<file path="config.mk">
export PLATFORM = sky130hd
export DESIGN_NAME = postfix_expression_evaluator_top
export DESIGN_NICKNAME = d
export VERILOG_FILES = /design/src/sv/pfx_pkg.sv /design/src/sv/postfix_expression_evaluator_top.sv /design/src/sv/pfx_div.sv /design/src/sv/pfx_dpath.sv /design/src/sv/pfx_ctrl.sv
export VERILOG_INCLUDE_DIRS = /design/src /design/src/sv
export SDC_FILE = /design/constraint.sdc
export NUM_CORES = 2
export LEC_CHECK = 0
export BUFFER_PORTS_ARGS = -buffer_cell sky130_fd_sc_hd__buf_2
export CAP_MARGIN = 20
export CORE_UTILIZATION = 50
export CTS_BUF_LIST = sky130_fd_sc_hd__clkbuf_4 sky130_fd_sc_hd__clkbuf_8
export CTS_CLUSTER_DIAMETER = 200
export DETAILED_ROUTE_END_ITERATION = 6
export GPL_TIMING_DRIVEN = 0
export PLACE_DENSITY_LB_ADDON = 0.2
export SKIP_LAST_GASP = 1
export SLEW_MARGIN = 20
export SYNTH_ARGS = -nofsm -noshare
export SYNTH_HDL_FRONTEND = slang
export SYNTH_HIERARCHICAL = 1
export SYNTH_SLANG_ARGS = --single-unit
</file>
<file path="constraint.sdc">
create_clock -name clock -period 9.4 [get_ports clock]
set_input_delay 0.94 -clock clock [delete_from_list [all_inputs] [get_ports clock]]
set_output_delay 0.94 -clock clock [all_outputs]
set_load 0.05 [all_outputs]
</file>
<file path="src/sv/postfix_expression_evaluator_top_macros.svh">
// Assertion macros for the postfix evaluator top level.
// No dependencies; define NO_ASSERTIONS to compile the checks out.
`ifndef POSTFIX_EXPRESSION_EVALUATOR_TOP_MACROS_SVH
`define POSTFIX_EXPRESSION_EVALUATOR_TOP_MACROS_SVH

`ifndef NO_ASSERTIONS

// ante true at an edge -> cons true at the same edge
`define PFX_ASSERT_IMPLY(label, clk, rst, ante, cons) \
   label: assert property (@(posedge clk) disable iff (rst) (ante) |-> (cons)) \
      else $error("pfx assertion failed: same-cycle implication");

// ante true at an edge -> cons true at the next edge
`define PFX_ASSERT_NEXT(label, clk, rst, ante, cons) \
   label: assert property (@(posedge clk) disable iff (rst) (ante) |=> (cons)) \
      else $error("pfx assertion failed: next-cycle implication");

// cond holds at every edge out of reset
`define PFX_ASSERT_ALWAYS(label, clk, rst, cond) \
   label: assert property (@(posedge clk) disable iff (rst) (cond)) \
      else $error("pfx assertion failed: invariant");

`else

`define PFX_ASSERT_IMPLY(label, clk, rst, ante, cons)
`define PFX_ASSERT_NEXT(label, clk, rst, ante, cons)
`define PFX_ASSERT_ALWAYS(label, clk, rst, cond)

`endif

`endif

</file>
<file path="src/sv/pfx_pkg.sv">
// Shared types and constants for the postfix evaluator.
// No dependencies.
package pfx_pkg;

   localparam int DATA_W = 32;
   localparam int CNT_W  = 8;
   localparam int LEN_W  = 8;

   localparam logic [7:0] CHAR_ZERO  = 8'd48;
   localparam logic [7:0] CHAR_NINE  = 8'd57;
   localparam logic [7:0] CHAR_PLUS  = 8'h2B;
   localparam logic [7:0] CHAR_MINUS = 8'h2D;
   localparam logic [7:0] CHAR_STAR  = 8'h2A;
   localparam logic [7:0] CHAR_SLASH = 8'h2F;

   typedef enum logic [2:0] {
      STATUS_OK        = 3'd0,
      STATUS_MANY_OPS  = 3'd1,
      STATUS_FEW_OPS   = 3'd2,
      STATUS_DIV_ZERO  = 3'd3,
      STATUS_OVERFLOW  = 3'd4
   } pfx_status_type;

   typedef enum logic [3:0] {
      ST_IDLE,
      ST_DECODE,
      ST_POP_R,
      ST_POP_L,
      ST_CALC,
      ST_DIVIDE,
      ST_PUSH,
      ST_FIN_POP,
      ST_EMIT
   } pfx_state_type;

   // controller -> datapath
   typedef struct packed {
      logic load_req;
      logic decode;
      logic pop;
      logic latch_right;
      logic latch_left;
      logic calc;
      logic take_quot;
      logic push_res;
      logic emit;
   } pfx_cmd_type;

   // datapath -> controller
   typedef struct packed {
      logic take;
      logic oper;
      logic div_op;
      logic last;
      logic right_zero;
      logic div_done;
      logic rsp_busy;
   } pfx_stat_type;

endpackage

</file>
<file path="src/sv/postfix_expression_evaluator_top.sv">
// Postfix evaluator: one character per request, one result after the last one.
// Steps: load, decode; an operator adds two pops, calc, 32-step divide if / by nonzero, push; last adds pop, emit.
// Throughput: one request at a time; the divider loop and a full result register set the worst case.
// The result register frees the controller once loaded; it stalls only when full.
// Reset (synchronous, active high): stack empty, counts and fault flags cleared.
`include "postfix_expression_evaluator_top_macros.svh"

module postfix_expression_evaluator_top import pfx_pkg::*; #(
   parameter int STACK_DEPTH = 64,
   parameter int MAX_LENGTH  = 128
) (
   input  logic                     clock,
   input  logic                     reset,
   input  logic                     req_valid,
   output logic                     req_ready,
   input  logic [7:0]               req_char_code,
   input  logic                     req_last_char,
   output logic                     rsp_valid,
   input  logic                     rsp_ready,
   output logic signed [DATA_W-1:0] rsp_value,
   output logic [2:0]               rsp_status
);

   // command and status bundles between controller and datapath
   pfx_cmd_type  cmd;
   pfx_stat_type stat;

   // major steps of the controller, one per state at most
   logic [4:0]   major_cmd;

   // controller: owns req_ready, walks each request through its steps
   pfx_ctrl u_ctrl (
      .clock     (clock),
      .reset     (reset),
      .req_valid (req_valid),
      .req_ready (req_ready),
      .stat      (stat),
      .cmd       (cmd)
   );

   // datapath: stack memory, operand/operator counts, ALU, divider, result register
   pfx_dpath #(
      .STACK_DEPTH (STACK_DEPTH),
      .MAX_LENGTH  (MAX_LENGTH)
   ) u_dpath (
      .clock         (clock),
      .reset         (reset),
      .req_char_code (req_char_code),
      .req_last_char (req_last_char),
      .rsp_ready     (rsp_ready),
      .rsp_valid     (rsp_valid),
      .rsp_value     (rsp_value),
      .rsp_status    (rsp_status),
      .cmd           (cmd),
      .stat          (stat)
   );

   assign major_cmd = {cmd.load_req, cmd.decode, cmd.calc, cmd.push_res, cmd.emit};

   // a taken request leaves the controller busy at the next edge
   `PFX_ASSERT_NEXT(a_busy_after_req, clock, reset, req_valid && req_ready, !req_ready)
   // a result is only written when the output register can take it
   `PFX_ASSERT_IMPLY(a_emit_room, clock, reset, cmd.emit, !rsp_valid || rsp_ready)
   // the major steps are mutually exclusive
   `PFX_ASSERT_ALWAYS(a_cmd_excl, clock, reset, $onehot0(major_cmd))

endmodule

</file>
<file path="src/sv/pfx_div.sv">
// Iterative signed divider, one quotient bit per cycle, truncating toward zero.
// Depends on pfx_pkg.
module pfx_div import pfx_pkg::*; (
   input  logic              clock,
   input  logic              reset,
   input  logic              start,
   input  logic [DATA_W-1:0] dividend,
   input  logic [DATA_W-1:0] divisor,
   output logic              done,
   output logic [DATA_W-1:0] quotient
);

   localparam int CW = $clog2(DATA_W);

   logic              busy_ff, busy_in;
   logic              done_ff, done_in;
   logic [CW-1:0]     cnt_ff, cnt_in;
   logic [DATA_W-1:0] rem_ff, rem_in;
   logic [DATA_W-1:0] quo_ff, quo_in;
   logic [DATA_W-1:0] dvs_ff, dvs_in;
   logic              neg_ff, neg_in;

   logic [DATA_W-1:0] abs_a, abs_b;
   logic [DATA_W:0]   rem_sh, diff;
   logic              ge;

   assign abs_a  = dividend[DATA_W-1] ? (~dividend + 1'b1) : dividend;
   assign abs_b  = divisor[DATA_W-1] ? (~divisor + 1'b1) : divisor;
   assign rem_sh = {rem_ff, quo_ff[DATA_W-1]};
   assign diff   = rem_sh - {1'b0, dvs_ff};
   assign ge     = ~diff[DATA_W];

   always_comb begin
      busy_in = busy_ff;
      done_in = 1'b0;
      cnt_in  = cnt_ff;
      rem_in  = rem_ff;
      quo_in  = quo_ff;
      dvs_in  = dvs_ff;
      neg_in  = neg_ff;
      if (start) begin
         busy_in = 1'b1;
         cnt_in  = CW'(DATA_W - 1);
         rem_in  = '0;
         quo_in  = abs_a;
         dvs_in  = abs_b;
         neg_in  = dividend[DATA_W-1] ^ divisor[DATA_W-1];
      end else if (busy_ff) begin
         rem_in = ge ? diff[DATA_W-1:0] : rem_sh[DATA_W-1:0];
         quo_in = {quo_ff[DATA_W-2:0], ge};
         if (cnt_ff == '0) begin
            busy_in = 1'b0;
            done_in = 1'b1;
         end else begin
            cnt_in = cnt_ff - 1'b1;
         end
      end
   end

   always_ff @(posedge clock) begin
      if (reset) begin
         busy_ff <= 1'b0;
         done_ff <= 1'b0;
      end else begin
         busy_ff <= busy_in;
         done_ff <= done_in;
      end
      cnt_ff <= cnt_in;
      rem_ff <= rem_in;
      quo_ff <= quo_in;
      dvs_ff <= dvs_in;
      neg_ff <= neg_in;
   end

   assign done     = done_ff;
   assign quotient = neg_ff ? (~quo_ff + 1'b1) : quo_ff;

endmodule

</file>
<file path="src/sv/pfx_dpath.sv">
// Datapath: request latch, value stack memory, counts, ALU, result register.
// Depends on pfx_pkg and pfx_div.
module pfx_dpath import pfx_pkg::*; #(
   parameter int STACK_DEPTH = 64,
   parameter int MAX_LENGTH  = 128
) (
   input  logic                     clock,
   input  logic                     reset,
   input  logic [7:0]               req_char_code,
   input  logic                     req_last_char,
   input  logic                     rsp_ready,
   output logic                     rsp_valid,
   output logic signed [DATA_W-1:0] rsp_value,
   output logic [2:0]               rsp_status,
   input  pfx_cmd_type              cmd,
   output pfx_stat_type             stat
);

   localparam int AW  = (STACK_DEPTH > 1) ? $clog2(STACK_DEPTH) : 1;
   localparam int SPW = $clog2(STACK_DEPTH + 1);
   localparam logic [LEN_W-1:0] MAX_LEN_C = LEN_W'(MAX_LENGTH);
   localparam logic [SPW-1:0]   FULL_C    = SPW'(STACK_DEPTH);

   logic [DATA_W-1:0] stack_mem [STACK_DEPTH];

   logic [7:0]        char_ff, char_in;
   logic              last_ff, last_in;
   logic [SPW-1:0]    sp_ff, sp_in;
   logic [CNT_W-1:0]  opr_ff, opr_in;
   logic [CNT_W-1:0]  opd_ff, opd_in;
   logic [LEN_W-1:0]  len_ff, len_in;
   logic              dfault_ff, dfault_in;
   logic              ofault_ff, ofault_in;
   logic [DATA_W-1:0] rd_data_ff;
   logic              rd_empty_ff, rd_empty_in;
   logic [DATA_W-1:0] right_ff, right_in;
   logic [DATA_W-1:0] left_ff, left_in;
   logic [DATA_W-1:0] result_ff, result_in;
   logic              rsp_valid_ff, rsp_valid_in;
   logic [DATA_W-1:0] rsp_value_ff, rsp_value_in;
   pfx_status_type    rsp_status_ff, rsp_status_in;

   logic [7:0]          digit_c;
   logic                is_digit, is_oper, is_div, take, full;
   logic                push_en, wr_en, div_start, div_done;
   logic [DATA_W-1:0]   push_val, pop_val, quot;
   logic [2*DATA_W-1:0] prod;
   logic [SPW-1:0]      sp_dec;
   logic [AW-1:0]       wr_addr, rd_addr;
   pfx_status_type      status_c;

   assign digit_c  = char_ff - CHAR_ZERO;
   assign is_digit = (char_ff >= CHAR_ZERO) && (char_ff <= CHAR_NINE);
   assign is_div   = (char_ff == CHAR_SLASH);
   assign is_oper  = (char_ff == CHAR_PLUS) || (char_ff == CHAR_MINUS) ||
                     (char_ff == CHAR_STAR) || is_div;
   assign take     = (len_ff < MAX_LEN_C);
   assign full     = (sp_ff == FULL_C);
   assign sp_dec   = sp_ff - 1'b1;
   assign wr_addr  = sp_ff[AW-1:0];
   assign rd_addr  = sp_dec[AW-1:0];
   assign pop_val  = rd_empty_ff ? '0 : rd_data_ff;
   assign prod     = left_ff * right_ff;

   assign push_en  = (cmd.decode && take && is_digit) || cmd.push_res;
   assign push_val = cmd.push_res ? result_ff : DATA_W'(digit_c[3:0]);
   assign wr_en    = push_en && !full;
   assign div_start = cmd.calc && is_div && (right_ff != '0);

   pfx_div u_div (
      .clock    (clock),
      .reset    (reset),
      .start    (div_start),
      .dividend (left_ff),
      .divisor  (right_ff),
      .done     (div_done),
      .quotient (quot)
   );

   always_comb begin
      if (opr_ff >= opd_ff) begin
         status_c = STATUS_MANY_OPS;
      end else if ({1'b0, opd_ff} != ({1'b0, opr_ff} + 1'b1)) begin
         status_c = STATUS_FEW_OPS;
      end else if (dfault_ff) begin
         status_c = STATUS_DIV_ZERO;
      end else if (ofault_ff) begin
         status_c = STATUS_OVERFLOW;
      end else begin
         status_c = STATUS_OK;
      end
   end

   always_comb begin
      char_in       = char_ff;
      last_in       = last_ff;
      sp_in         = sp_ff;
      opr_in        = opr_ff;
      opd_in        = opd_ff;
      len_in        = len_ff;
      dfault_in     = dfault_ff;
      ofault_in     = ofault_ff;
      rd_empty_in   = rd_empty_ff;
      right_in      = right_ff;
      left_in       = left_ff;
      result_in     = result_ff;
      rsp_valid_in  = rsp_valid_ff && !rsp_ready;
      rsp_value_in  = rsp_value_ff;
      rsp_status_in = rsp_status_ff;

      if (cmd.load_req) begin
         char_in = req_char_code;
         last_in = req_last_char;
      end
      if (cmd.decode && take) begin
         len_in = len_ff + 1'b1;
         if (is_digit && (opd_ff != '1)) begin
            opd_in = opd_ff + 1'b1;
         end
      end
      if (cmd.push_res && (opr_ff != '1)) begin
         opr_in = opr_ff + 1'b1;
      end
      if (push_en) begin
         if (full) begin
            ofault_in = 1'b1;
         end else begin
            sp_in = sp_ff + 1'b1;
         end
      end
      if (cmd.pop) begin
         rd_empty_in = (sp_ff == '0);
         if (sp_ff != '0) begin
            sp_in = sp_dec;
         end
      end
      if (cmd.latch_right) begin
         right_in = pop_val;
      end
      if (cmd.latch_left) begin
         left_in = pop_val;
      end
      if (cmd.calc) begin
         case (char_ff)
            CHAR_PLUS:  result_in = left_ff + right_ff;
            CHAR_MINUS: result_in = left_ff - right_ff;
            CHAR_STAR:  result_in = prod[DATA_W-1:0];
            default: begin
               // divide by zero yields 0 and flags the fault
               result_in = '0;
               if (right_ff == '0) begin
                  dfault_in = 1'b1;
               end
            end
         endcase
      end
      if (cmd.take_quot) begin
         result_in = quot;
      end
      if (cmd.emit) begin
         rsp_valid_in  = 1'b1;
         rsp_value_in  = pop_val;
         rsp_status_in = status_c;
         sp_in         = '0;
         opr_in        = '0;
         opd_in        = '0;
         len_in        = '0;
         dfault_in     = 1'b0;
         ofault_in     = 1'b0;
      end
   end

   always_ff @(posedge clock) begin
      if (reset) begin
         sp_ff        <= '0;
         opr_ff       <= '0;
         opd_ff       <= '0;
         len_ff       <= '0;
         dfault_ff    <= 1'b0;
         ofault_ff    <= 1'b0;
         rsp_valid_ff <= 1'b0;
      end else begin
         sp_ff        <= sp_in;
         opr_ff       <= opr_in;
         opd_ff       <= opd_in;
         len_ff       <= len_in;
         dfault_ff    <= dfault_in;
         ofault_ff    <= ofault_in;
         rsp_valid_ff <= rsp_valid_in;
      end
      char_ff       <= char_in;
      last_ff       <= last_in;
      rd_empty_ff   <= rd_empty_in;
      right_ff      <= right_in;
      left_ff       <= left_in;
      result_ff     <= result_in;
      rsp_value_ff  <= rsp_value_in;
      rsp_status_ff <= rsp_status_in;
   end

   // stack memory: one write port, one registered read port
   always_ff @(posedge clock) begin
      if (wr_en) begin
         stack_mem[wr_addr] <= push_val;
      end
      if (cmd.pop) begin
         rd_data_ff <= stack_mem[rd_addr];
      end
   end

   assign stat.take       = take;
   assign stat.oper       = is_oper;
   assign stat.div_op     = is_div;
   assign stat.last       = last_ff;
   assign stat.right_zero = (right_ff == '0);
   assign stat.div_done   = div_done;
   assign stat.rsp_busy   = rsp_valid_ff && !rsp_ready;

   assign rsp_valid  = rsp_valid_ff;
   assign rsp_value  = rsp_value_ff;
   assign rsp_status = rsp_status_ff;

endmodule

</file>
<file path="src/sv/pfx_ctrl.sv">
// Controller state machine: sequences decode, pops, ALU/divide, push and emit.
// Depends on pfx_pkg.
module pfx_ctrl import pfx_pkg::*; (
   input  logic         clock,
   input  logic         reset,
   input  logic         req_valid,
   output logic         req_ready,
   input  pfx_stat_type stat,
   output pfx_cmd_type  cmd
);

   pfx_state_type state_ff, state_in;

   always_ff @(posedge clock) begin
      if (reset) begin
         state_ff <= ST_IDLE;
      end else begin
         state_ff <= state_in;
      end
   end

   always_comb begin
      state_in  = state_ff;
      cmd       = '0;
      req_ready = 1'b0;
      unique case (state_ff)
         ST_IDLE: begin
            req_ready = 1'b1;
            if (req_valid) begin
               cmd.load_req = 1'b1;
               state_in     = ST_DECODE;
            end
         end
         ST_DECODE: begin
            cmd.decode = 1'b1;
            if (stat.take && stat.oper) begin
               cmd.pop  = 1'b1;
               state_in = ST_POP_R;
            end else begin
               state_in = stat.last ? ST_FIN_POP : ST_IDLE;
            end
         end
         ST_POP_R: begin
            cmd.latch_right = 1'b1;
            cmd.pop         = 1'b1;
            state_in        = ST_POP_L;
         end
         ST_POP_L: begin
            cmd.latch_left = 1'b1;
            state_in       = ST_CALC;
         end
         ST_CALC: begin
            cmd.calc = 1'b1;
            state_in = (stat.div_op && !stat.right_zero) ? ST_DIVIDE : ST_PUSH;
         end
         ST_DIVIDE: begin
            if (stat.div_done) begin
               cmd.take_quot = 1'b1;
               state_in      = ST_PUSH;
            end
         end
         ST_PUSH: begin
            cmd.push_res = 1'b1;
            state_in     = stat.last ? ST_FIN_POP : ST_IDLE;
         end
         ST_FIN_POP: begin
            cmd.pop  = 1'b1;
            state_in = ST_EMIT;
         end
         ST_EMIT: begin
            if (!stat.rsp_busy) begin
               cmd.emit = 1'b1;
               state_in = ST_IDLE;
            end
         end
         default: state_in = ST_IDLE;
      endcase
   end

endmodule

</file>
==> Yosys cells after proc, flatten, opt, wreduce, memory -nomap -nowiden <==
Memory sizes are Yosys's and may differ from the RTL's. A register that Yosys moved wholly into a read port is not among the register bits.
Cells that the tools add are included.
{ "totals": {"elab_cells": 154, "mem_bits_rw": 2048, "in_bits": 13, "mem_count": 1, "out_inout_bits": 37, "register_bits": 283} }
{ "op_classes": {"n_eq_ne": 19, "muxes": 46, "order_cmp": 4, "multipliers": 1, "add_sub_neg": 14, "reduce_logical": 36, "bitwise": 8} }
{ "mem_list": {"columns": ["memory", "depth", "word_bits", "rd", "rd_ports_with_merged_regs", "wr", "line", "text"], "rows": [
  ["u_dpath.stack_mem", 64, 32, 1, 1, 1, "pfx_dpath.sv:24", "logic [DATA_W-1:0] stack_mem [STACK_DEPTH];"]
]} }
{ "ops": {"columns": ["operator", "count"], "rows": [
  ["two-way mux 32 bit", 9],
  ["adder 32 x 1 -> 32 bit (second input constant)", 3],
  ["inverter 32 bit", 3],
  ["one-hot mux 32 bit (3 select lines)", 1],
  ["one-hot mux 4 bit (9 select lines)", 1],
  ["subtractor 33 x 32 -> 33 bit", 1],
  ["adder 32 bit", 1],
  ["equality test 8 x 6 -> 1 bit (second input constant)", 4],
  ["zero test 32 bit", 1],
  ["multiplier 32 x 32 -> 32 bit", 1],
  ["nonzero test 32 bit", 1],
  ["subtractor 32 bit", 1],
  ["two-way mux 31 bit", 1],
  ["two-way mux 7 bit", 4],
  ["adder 8 x 1 -> 8 bit (second input constant)", 3],
  ["two-way mux 1 bit", 20],
  ["equality test 4 x 3 -> 1 bit (second input constant)", 4],
  ["two-way mux 4 bit", 4],
  ["!= test 8 bit (second input constant)", 2],
  ["logical AND 1 bit", 11],
  ["adder 8 x 1 -> 9 bit (second input constant)", 1],
  ["!= test 8 x 9 -> 1 bit", 1],
  ["OR reduction 3 bit", 3],
  ["equality test 4 x 2 -> 1 bit (second input constant)", 2],
  ["other kinds (28)", 45]
]} }

==> Depth between registers and ports, before layout <==
{ "logic_depth": {"ltp_word": 8, "ltp_mapped": 27, "ltp_nobuf": 25} }

==> Hierarchy <==
The synthesis kept the hierarchy.
{ "by_module_without_submodules": {"columns": ["mod", "seq_area_each_um2", "area_per_inst_um2", "cells_per_inst", "n_inst"], "rows": [
  ["pfx_dpath", 67374.6, 103943.4, 5648, 1],
  ["pfx_div", 2732.6, 7636.1, 858, 1],
  ["pfx_ctrl", 80.1, 367.9, 55, 1]
]} }

==> Worst setup path after synthesis <==
No wires, ideal clock.
{ "synth_timing": {"path_type": "reg-to-reg", "from": "reg u_dpath.right_ff[7]", "to": "reg u_dpath.result_ff[30] (data pin)", "path_slack_ps": 2157, "stages_incl_launch_ff": 26, "arrival_ps": 6972, "period_less_slack_ps": 7243, "setup_time_ps": 271, "required_ps": 9129, "n_path_buf": 2, "cell_sequence": "edfxtp_1 > clkbuf_1 > buf_1 > and2_1 > fa_1 > fa_1 > fa_1 > inv_1 > fa_1 > inv_1 > fa_1 > inv_1 > fa_1 > inv_1 > fa_1 > fa_1 > ha_1 > o21ai_0 > nand2b_1 > a41oi_1 > and4_1 > or2_2 > o31a_1 > o21ai_0 > xnor2_1 > o221ai_1"} }
{ "synth_between": {"elab_chain_len": 4, "elab_cells_between_ends": 6, "classes_between": "2 x add/sub; 1 x mul; 3 x mux"} }
{ "synth_lines": {"columns": ["element", "line", "text"], "rows": [
  ["start: declaration", "pfx_dpath.sv:36", "logic [DATA_W-1:0] right_ff, right_in;"],
  ["start signal: assignment", "pfx_dpath.sv:194", "right_ff <= right_in;"],
  ["multiplier 32 x 32 -> 32 bit (tied with other cells)", "pfx_dpath.sv:63", "assign prod = left_ff * right_ff;"],
  ["one-hot mux 32 bit (3 select lines) *", "pfx_dpath.sv:144", "case (char_ff)"],
  ["two-way mux 32 bit *", "pfx_dpath.sv:143", "if (cmd.calc) begin"],
  ["two-way mux 32 bit *", "pfx_dpath.sv:157", "if (cmd.take_quot) begin"],
  ["named net u_dpath.result_in[30]", "pfx_dpath.sv:38", "logic [DATA_W-1:0] result_ff, result_in;"],
  ["end signal: assignment", "pfx_dpath.sv:196", "result_ff <= result_in;"],
  ["end: declaration", "pfx_dpath.sv:38", null]
]} }
The timed path passes the listed nets; every way through them passes the cells marked *. The select of a mux whose other input is x is not followed.
A chain may end at the register's enable or synchronous reset.

==> Worst setup path after layout <==
{ "layout_timing": {"from": "reg u_dpath.right_ff[7]", "to": "reg u_dpath.result_ff[24] (data pin)"} }
The elaborated chain is that of the path after synthesis.

==> metrics.yaml <==
floorplanning:
  die_area_um2: 226000
  rows: 173
  die_w_um: 475
  die_height_um: 475
  core_um2: 222000
  start_util_pct: 50.4
  top_level_ports: 50
global_routing:
  grt_max_degree: 65
  grt_use_total_pct: 28.8
  grt_first_pass_wirelength_um: 457000
  grt_pass1_vias: 63900
  overflow: 0
  antenna_found_initial: 34
route:
  dr.first_iter.drc_count: 7671
  top_layer: "met5"
  post_drt_wl_per_cell_um: 30.9
  vias_per_cell: 6.10
  wl_met3_um: 31000
  wirelength_um: 320000
  drc_errors: 0
  met2WireLength_um: 151000
  m1WireLength_um: 123000
  num_vias: 63300
  firstDrtPassIters: 6
  ant_nets: 0
synthesis:
  async_reset_ff_share_pct: 0
  ys_seq_area_share_pct: 62.7
  ys_seq_elements: 2363
  avgSynthCellArea_um2: 17.1
  yosysWarnings: 6
  netlist-cell-type-count: 87
  synthCells: 6561
  synth.net_count: 7191
  synth_flop_cell: "edfxtp_1"
  synth_edf_count: 2286
  syn-cell-area_um2: 112000
cts:
  h-tree-depth: 5
  clock_path_buffers: 4
  cts_buffers: 384
  clock_sinks: 2363
  clk_pin_slew_ns: 0.06
  ctsRootBufferMaster: "clkbuf_8"
  clkLatencyLatePin_ns: 1.10
  cts_tree: "built"
status:
  status: "complete, no violations"
timing:
  rsz0062_at_grt: "false"
  setup_tns_ns: 0
  skew_ns: 0.131
  relSlewSlack_pct: 19.4
  drv_slew: 0
  hold_viol: 0
  finalCritPeriodShare_pct: 96.6
  worst_pin_slew_ns: 1.21
  finalCriticalPeriod_ns: 9.08
  setup_viol: 0
  holdWs_ns: 0.109
  max_freq_mhz: 110
final_layout:
  stdcell_area_um2: 126000
  nets: 7745
  syn_to_final_growth_pct: 12.9
  layoutNonFillerInstCount: 10400
  fillers: 17300
  final_layout_size_suffix_gt1_share_pct: 22.1
worst_setup_path:
  cp-end-kind: "flop"
  path_delay_family: "adder cells"
  reg2regPathDepth: 25
  cp-startpoint: "u_dpath/right_ff[7]$_DFFE_PP_"
  worst_path_max_delay_cell: "edfxtp_1"
  worst_ep_arrival_time_ns: 9.82
  r2r_start: "u_dpath/right_ff[7]$_DFFE_PP_"
  critPathMostFrequentCell: "fa_1"
  crit_fanout: 10
  path_buf_inv: 6
  required_ns: 10.14
  cp_slowest_stage_delay_ns: 0.80
  timing.reg2reg.setup_slack_ns: 0.32
  cp-start-kind: "flop"
  r2r-end: "u_dpath/result_ff[24]$_DFFE_PP_"
  critical_path_class: "reg2reg"
min_path:
  whs_endpoint: "u_dpath/char_ff[1]$_DFFE_PP_"
  hold_start: "req_char_code[1]"
  hp-class: "in2reg"
  holdPathStages: 1
placement:
  port_buffers: 49
  place.gp.congestion: 0.963
  placedInstanceArea_um2: 119000
  dp.cells: 9701
  place_hpwl_um: 230000
run:
  max_cap_viol_count: 0
-- worst max-delay path by stage --
| stage | to | slack, ns | cells past startpoint |
|---|---|---|---|
| 6_report | u_dpath/result_ff[24]$_DFFE_PP_ | 0.32 | 25 |
| 4_1_cts | u_dpath/result_ff[25]$_DFFE_PP_ | 0.12 | 24 |
| 3_3_place_gp | u_dpath/dfault_ff$_SDFFE_PP0P_ | -0.13 | 7 |
| 2_1_floorplan | u_dpath/result_ff[30]$_DFFE_PP_ | 2.16 | 25 |
| 3_5_place_dp | u_dpath/result_ff[25]$_DFFE_PP_ | 0.22 | 24 |
| 5_1_grt | u_dpath/result_ff[30]$_DFFE_PP_ | 0.14 | 25 |
-- synthesized netlist by cell type, drive strengths merged, types with 6 or more instances --
cell type	number	area, um2
a211o	9	78.8
a211oi	36	270
a21o	43	323
a21oi	130	651
a221oi	11	96.3
a22oi	12	90.1
a31o	6	52.6
a31oi	16	106
and2	343	2150
and3	13	81.3
buf	67	294
clkbuf	269	1010
dfxtp	77	1540
edfxtp	2286	68600
fa	410	8210
ha	207	2590
inv	464	1740
mux2	10	113
mux2i	33	330
mux4	672	15100
nand2	367	1380
nand2b	27	169
nand3	37	185
nand3b	7	52.6
nand4	16	100
nor2	244	916
nor2b	45	282
nor3	39	200
nor3b	6	45.0
nor4	11	83.8
o211ai	7	52.6
o21a	18	135
o21ai	125	629
o21bai	9	67.6
o22ai	6	37.5
o31ai	43	328
o41ai	13	148
or2	12	77.6
or3	44	300
or4	22	180
xnor2	188	1650
xor2	103	902
-- per-stage QoR --
stage	utilization, %	worst slack (ns)
6_report	56.8	0.318
3_3_place_gp	52.1	-0.133
4_1_cts	56.8	0.123
2_1_floorplan	-	2.16
5_1_grt	56.8	0.139
3_5_place_dp	53.6	0.224
-- layout by cell type, fill, tap and decap left out, types with 49 or more instances in the layout --
master | Yosys | routed
nor2_4 | 0 | 66
a21oi_1 | 130 | 130
inv_1 | 461 | 460
mux4_2 | 672 | 672
nor2_1 | 244 | 178
buf_16 | 0 | 49
o21ai_0 | 81 | 80
xor2_1 | 103 | 103
clkbuf_4 | 0 | 132
clkinv_1 | 1 | 74
and2_1 | 342 | 314
edfxtp_1 | 2286 | 2286
buf_2 | 10 | 76
fa_1 | 410 | 410
buf_12 | 0 | 56
clkbuf_8 | 0 | 395
dfxtp_1 | 77 | 77
nand2_1 | 367 | 367
ha_1 | 207 | 207
clkbuf_1 | 269 | 249
xnor2_1 | 187 | 187
-- cells by family (layout without fill, tap and decap cells) --
group / after synthesis / count (layout) / synth area share, %
flip-flops: 2363 / 2363 / 62.7
AND/OR/NAND/NOR: 1248 / 1248 / 5.66
buffers and inverters: 801 / 1619 / 2.72
multiplexers: 715 / 715 / 13.9
adder cells (fa/ha/maj): 617 / 617 / 9.65
AO/OA/AOI/OAI: 526 / 526 / 3.08
XOR/XNOR: 291 / 291 / 2.28
other: 0 / 19 / 0
-- sequential cells by signal, summed over array words and instances (netlist names), 3 cells and up --
name                  count
u_ctrl/state_ff           4
u_dpath/char_ff           8
u_dpath/left_ff          32
u_dpath/len_ff            8
u_dpath/opd_ff            8
u_dpath/opr_ff            8
u_dpath/rd_data_ff       32
u_dpath/result_ff        32
u_dpath/right_ff         32
u_dpath/rsp_status        3
u_dpath/rsp_value        32
u_dpath/sp_ff             7
u_dpath/stack_mem      2048
u_dpath/u_div/cnt_ff      5
u_dpath/u_div/dvs_ff     32
u_dpath/u_div/quo_ff     32
u_dpath/u_div/rem_ff     32
-- repair_timing --
action / CTS / global route
endpoints found under the hold margin: 2 / 0
buffers inserted: 0 / 0
hold buffers: 2 / 0
gates resized for setup: 0 / 7
endpoints found under the setup margin: 0 / 5
-- layout make-up --
class	instances	area [um2]	area share, %
clock inverter	123	669	0.530
multi-input combinational	3397	39300	31.1
sequential	2363	70200	55.6
timing repair buffer	168	2850	2.25
buffer	336	1370	1.08
tap	2975	3720	2.95
antenna	19	47.5	0.0376
clock buffer	527	6430	5.09
inverter	465	1750	1.38
-- per-layer routing --
layer	vias up	global-route usage, %
met5	-	0
met4	6	12.6
met3	655	6.16
met2	3241	45.4
met1	33300	38.9
li1	26000	-
Power is left out: the tool's default activity adds up to more than one toggle a clock period on the data nets, which glitch-free logic cannot reach.
